==> src/hw/rtl/swmm_pkg.sv <==
package swmm_pkg;

    // width of the window length register
    localparam int LEN_W = 9;

    // default sizes handed to the top level parameters
    localparam int WINDOW_MAX_DEF  = 256;
    localparam int SAMPLE_BITS_DEF = 32;

    // one flag per deque, passed between neighboring cells
    typedef struct packed {
        logic min;
        logic max;
    } link_t;

    // per-transaction control broadcast to every cell
    typedef struct packed {
        logic restart;
        logic min_shift;
        logic max_shift;
    } ctl_t;

endpackage

==> src/hw/rtl/swmm_cell.sv <==
module swmm_cell
    import swmm_pkg::*;
#(
    parameter int WINDOW_MAX  = WINDOW_MAX_DEF,
    parameter int SAMPLE_BITS = SAMPLE_BITS_DEF,
    parameter int AGE_W       = 8,
    parameter int CNT_W       = 9
)
(
    input  logic                          clk,
    input  logic                          rst_n,
    input  logic                          en,
    input  logic signed [SAMPLE_BITS-1:0] sample,
    input  ctl_t                          ctl,
    input  logic [CNT_W-1:0]              win_len,
    input  logic signed [SAMPLE_BITS-1:0] right_min_val,
    input  logic [AGE_W-1:0]              right_min_age,
    input  logic                          right_min_valid,
    input  logic signed [SAMPLE_BITS-1:0] right_max_val,
    input  logic [AGE_W-1:0]              right_max_age,
    input  logic                          right_max_valid,
    input  link_t                         sel_here,
    input  link_t                         sel_left,
    input  link_t                         hit_left,
    output logic signed [SAMPLE_BITS-1:0] min_val,
    output logic [AGE_W-1:0]              min_age,
    output logic                          min_valid,
    output logic signed [SAMPLE_BITS-1:0] max_val,
    output logic [AGE_W-1:0]              max_age,
    output logic                          max_valid,
    output link_t                         keep,
    output link_t                         hit,
    output logic [2*SAMPLE_BITS-1:0]      leaf
);

    localparam logic [AGE_W-1:0] AGE_LAST = AGE_W'(WINDOW_MAX - 1);

    logic signed [SAMPLE_BITS-1:0] min_val_reg, min_val_next;
    logic [AGE_W-1:0]              min_age_reg, min_age_next;
    logic                          min_valid_reg, min_valid_next;
    logic signed [SAMPLE_BITS-1:0] max_val_reg, max_val_next;
    logic [AGE_W-1:0]              max_age_reg, max_age_next;
    logic                          max_valid_reg, max_valid_next;
    logic signed [SAMPLE_BITS-1:0] min_src_val, max_src_val;
    logic [AGE_W-1:0]              min_src_age, max_src_age;
    logic                          min_src_valid, max_src_valid;
    link_t                         first;

    // an entry survives the new sample if it still beats it and is not aging out
    assign keep.min = min_valid_reg && !ctl.restart && (min_val_reg < sample)
                      && (min_age_reg != AGE_LAST);
    assign keep.max = max_valid_reg && !ctl.restart && (max_val_reg > sample)
                      && (max_age_reg != AGE_LAST);

    // source entry: own when the deque holds still, right neighbor when it shifts
    assign min_src_val   = ctl.min_shift ? right_min_val : min_val_reg;
    assign min_src_age   = ctl.min_shift ? right_min_age : min_age_reg;
    assign min_src_valid = ctl.min_shift ? right_min_valid : min_valid_reg;
    assign max_src_val   = ctl.max_shift ? right_max_val : max_val_reg;
    assign max_src_age   = ctl.max_shift ? right_max_age : max_age_reg;
    assign max_src_valid = ctl.max_shift ? right_max_valid : max_valid_reg;

    // min deque next entry: survivor, new sample at the tail, or empty
    always_comb
    begin
        min_val_next   = min_src_val;
        min_age_next   = min_src_age + AGE_W'(1);
        min_valid_next = min_src_valid;
        if (!sel_here.min)
        begin
            min_val_next   = sample;
            min_age_next   = '0;
            min_valid_next = sel_left.min;
        end
    end

    // max deque next entry
    always_comb
    begin
        max_val_next   = max_src_val;
        max_age_next   = max_src_age + AGE_W'(1);
        max_valid_next = max_src_valid;
        if (!sel_here.max)
        begin
            max_val_next   = sample;
            max_age_next   = '0;
            max_valid_next = sel_left.max;
        end
    end

    // valid bits
    always_ff @(posedge clk or negedge rst_n)
    begin
        if (!rst_n)
        begin
            min_valid_reg <= 1'b0;
            max_valid_reg <= 1'b0;
        end
        else if (en)
        begin
            min_valid_reg <= min_valid_next;
            max_valid_reg <= max_valid_next;
        end
    end

    // entry payload
    always_ff @(posedge clk)
    begin
        if (en)
        begin
            min_val_reg <= min_val_next;
            min_age_reg <= min_age_next;
            max_val_reg <= max_val_next;
            max_age_reg <= max_age_next;
        end
    end

    // inside the window, and the oldest such entry of its deque
    assign hit.min   = min_valid_reg && (CNT_W'(min_age_reg) < win_len);
    assign hit.max   = max_valid_reg && (CNT_W'(max_age_reg) < win_len);
    assign first.min = hit.min && !hit_left.min;
    assign first.max = hit.max && !hit_left.max;

    assign leaf = {first.max ? max_val_reg : {SAMPLE_BITS{1'b0}},
                   first.min ? min_val_reg : {SAMPLE_BITS{1'b0}}};

    assign min_val   = min_val_reg;
    assign min_age   = min_age_reg;
    assign min_valid = min_valid_reg;
    assign max_val   = max_val_reg;
    assign max_age   = max_age_reg;
    assign max_valid = max_valid_reg;

endmodule

==> config.mk <==
export PLATFORM = sky130hd
export DESIGN_NAME = swmm_cell
export DESIGN_NICKNAME = d
export VERILOG_FILES = /design/src/hw/rtl/swmm_pkg.sv /design/src/hw/rtl/swmm_cell.sv
export SDC_FILE = /design/constraint.sdc
export NUM_CORES = 1
export LEC_CHECK = 0
export ABC_AREA = 0
export BUFFER_PORTS_ARGS = -buffer_cell sky130_fd_sc_hd__buf_2
export CAP_MARGIN = 0
export CELL_PAD_IN_SITES_DETAIL_PLACEMENT = 0
export CELL_PAD_IN_SITES_GLOBAL_PLACEMENT = 1
export CORE_UTILIZATION = 37
export DETAILED_ROUTE_END_ITERATION = 8
export GPL_TIMING_DRIVEN = 0
export PLACE_DENSITY = 0.87
export SYNTH_ARGS = -nofsm -noshare
export SYNTH_HDL_FRONTEND = slang
export SYNTH_SLANG_ARGS = --single-unit
==> constraint.sdc <==
create_clock -name clk -period 4 [get_ports clk]
set_input_delay 0.2 -clock clk [delete_from_list [all_inputs] [get_ports clk]]
set_output_delay 0.2 -clock clk [all_outputs]
set_load 0.005 [all_outputs]
==> metrics.txt <==
status complete, no violations; LEAKAGE a little over 0.004 uW; crit path DAT 3.04 ns; actual slew at the worst max-slew pin 0.764 ns; Vias per Instance 5.13; DR WL/cell 18.1 um; Setup WS post-layout 0.765 ns; setup bufs post-CTS 0; YS warnings 0; met1 Use GR 0.328; Post-synth top flop edfxtp_1; worst vdd ir 180 uV; # IOs about 290; Reg area 2450 um^2; clock insertion delay at the later pin of the skew report 0.34 ns; startpoint types register; port bufs 282; Synth cell types between 40 and 50; setup slack at placement 1.18 ns; dpl cell area 7890 um^2; Rel. slew slack 0.491; nets 1206; hpwl dp 17300 um; max-capacitance violation count 0; largest net degree at the start of global routing 23; post-synthesis mux area share 0.0347; GR Util met2 0.424; filler cell count 1589; CTS buffer count 9; Vias 6217; Setup CP Type reg -> out; Max Freq between 300 and 400 MHz; # H-tree levels 3; final wirelength 21900 um; final cycle utilization of the critical path 0.809; post-synthesis net count between 900 and 1000; sequential area share after synthesis 0.400; area of the multi-input gates 3370 um^2; CTS root buf clkbuf_16; CTS tree built; dpl cells 1196; RSZ-0062 raised after global routing false; Final ANT Viol Nets 0; crit path time final 3.24 ns; Critical Path RT between 3 and 4 ns; Die Area 17100 um^2; clock sink total 82; Hold Path Class in -> reg; Synth Register Bits a little over 80; 1st-pass router iterations 5; Power Density around 330 nW/um^2; Slew Viols, Final 0; Post-Syn Area just over 6000 um^2; post-route insts no fill ~1200; gr usage total 0.252; Die W 131 um; clock slew at reported path FFs 0.07 ns; vias in the first global route 5637; main combinational cell family by area after synthesis compound AO/OA/AOI/OAI gates; core area 16100 um^2; Worst Setup End Kind output port; initial DRC count 425; hold depth 3; Post-route DRC 0; cell count after synthesis 696; Design Area, Final 8150 um^2; FFs w/ async S/R, synth 0.0244; P&R area growth vs syn 32.8%; synthesized area per cell 8.82 um^2; first-pass GRT wire length 31500 um; CTS resizes 0; GRT busiest layer met2; initial antenna violation count 2; Worst R2R Path Depth 5; grt ovf 0; number of enable flip-flop cells after synthesis 80; Final Hold Viols 0; Max Clock Skew 0.00349 ns; Worst Path Max Fanout 3; GP Congestion between 0.8 and 0.9; CTS max path bufs 2; DIE HEIGHT approximately 130 um; final setup fails 0; share of cells above drive strength 1 0.324; FP Rows 46; Post-Synth Simple-Gate Area 0.154; post-synthesis xor/xnor area fraction 0.0143; effective utilization at floorplan 0.382; met3 Resource Use GR 0.0448; Compound-Gate Fraction of Synth Area 0.183; Synth Area in Adders 0.161
Yosys cell counts, drive strengths merged, types with 3 or more instances:
library cell	instances	area, um^2
a21boi	4	30.0
a21o	12	90.1
a21oi	88	440
a221oi	3	32.5
and4	4	35.0
buf	8	42.5
clkbuf	28	105
edfxtp	80	2400
ha	79	988
inv	49	184
mux2	10	113
mux2i	10	100
nand2	145	544
nand3	4	20.0
nand4	12	75.1
nor2	22	82.6
nor2b	5	31.3
nor3	8	45.0
nor3b	3	22.5
nor4	4	25.0
o21a	3	23.8
o21ai	84	420
xor2	8	70.1
stage by stage:
step	power, uW	hold slack, ns	util	setup TNS (ns)
after global routing	2790	0.141	0.507	0
after detailed placement	1910	-0.00811	0.491	0
after global placement	1890	-0.0110	0.487	-78.66
final	2650	0.131	0.507	0
after floorplan	1530	-0.0956	-	0
after CTS	2660	0.122	0.507	0
cell usage in the layout (no fill, tap or decap), types with 3 or more instances in the layout:
| cell type | count |
|---|---|
| mux2i_1 | 10 |
| nand2_1 | 145 |
| nor3_1 | 7 |
| a21oi_1 | 88 |
| clkbuf_16 | 9 |
| nand4_1 | 12 |
| xor2_1 | 8 |
| nand3_1 | 4 |
| edfxtp_1 | 80 |
| nor4_1 | 4 |
| o21ai_1 | 7 |
| nor2b_1 | 5 |
| ha_1 | 79 |
| mux2_2 | 10 |
| a21o_1 | 12 |
| inv_1 | 49 |
| o21ai_0 | 77 |
| clkbuf_1 | 28 |
| nor2_1 | 22 |
| clkinv_2 | 4 |
| and4_1 | 4 |
| buf_2 | 289 |
| nor3b_1 | 3 |
path summary, 6_finish.rpt:
path,slack [ns],from,to
setup / recovery,0.76,max_val[31],keep[0]
hold / removal,0.13,right_max_val[16],max_val[16]
setup reg to reg,2.36,min_age[2],min_age[7]
hold reg to reg,0.64,max_valid,max_valid
max in group asynchronous,3.73,rst_n,min_valid
min in group asynchronous,0.17,rst_n,max_valid
critical path, stage by stage, from the launching register on:
cell and delay, ns:
edfxtp_1 0.43, ha_1 0.41, nand4_1 0.16, nor4_1 0.54
nor3b_1 0.59, o32a_1 0.26, o221a_1 0.17, buf_2 0.13
kinds of logic (layout without fill, tap and decap cells):
logic type,after synthesis,count (layout)
DFF,82,82
AOI/OAI and AO/OA,204,204
and+or+nand+nor,216,216
buffers and inverters,85,384
muxes,20,20
xor gates and xnor gates,10,10
adders and majority gates,79,79
other,0,1
timing repair:
action | 4_1_cts | 5_1_grt
hold buffers | 1 | 0
hold endpoints to repair | 2 | 0
endpoints found under the setup margin | 0 | 0
cell type report:
type,instances,share of cell area
timing repair buffer,285,0.180
sequential,82,0.301
antenna,1,0.000307
buffer,36,0.0181
tap,216,0.0332
inverter,49,0.0226
multi-input combinational,529,0.414
clock inverter,5,0.00292
clock buffer,9,0.0276
power breakdown:
group          total [uW]  internal, uW  switching (uW)
sequential           1120          1040            80.2
clock                 759           408             351
combinational         769           329             440
per-layer routing:
layer	vias up	wire, um
li1	3080	-
met1	2873	9840
met2	241	10300
met3	21	1460
met4	2	335
met5	-	13
Note: power is estimated with default switching activity, not from simulation.
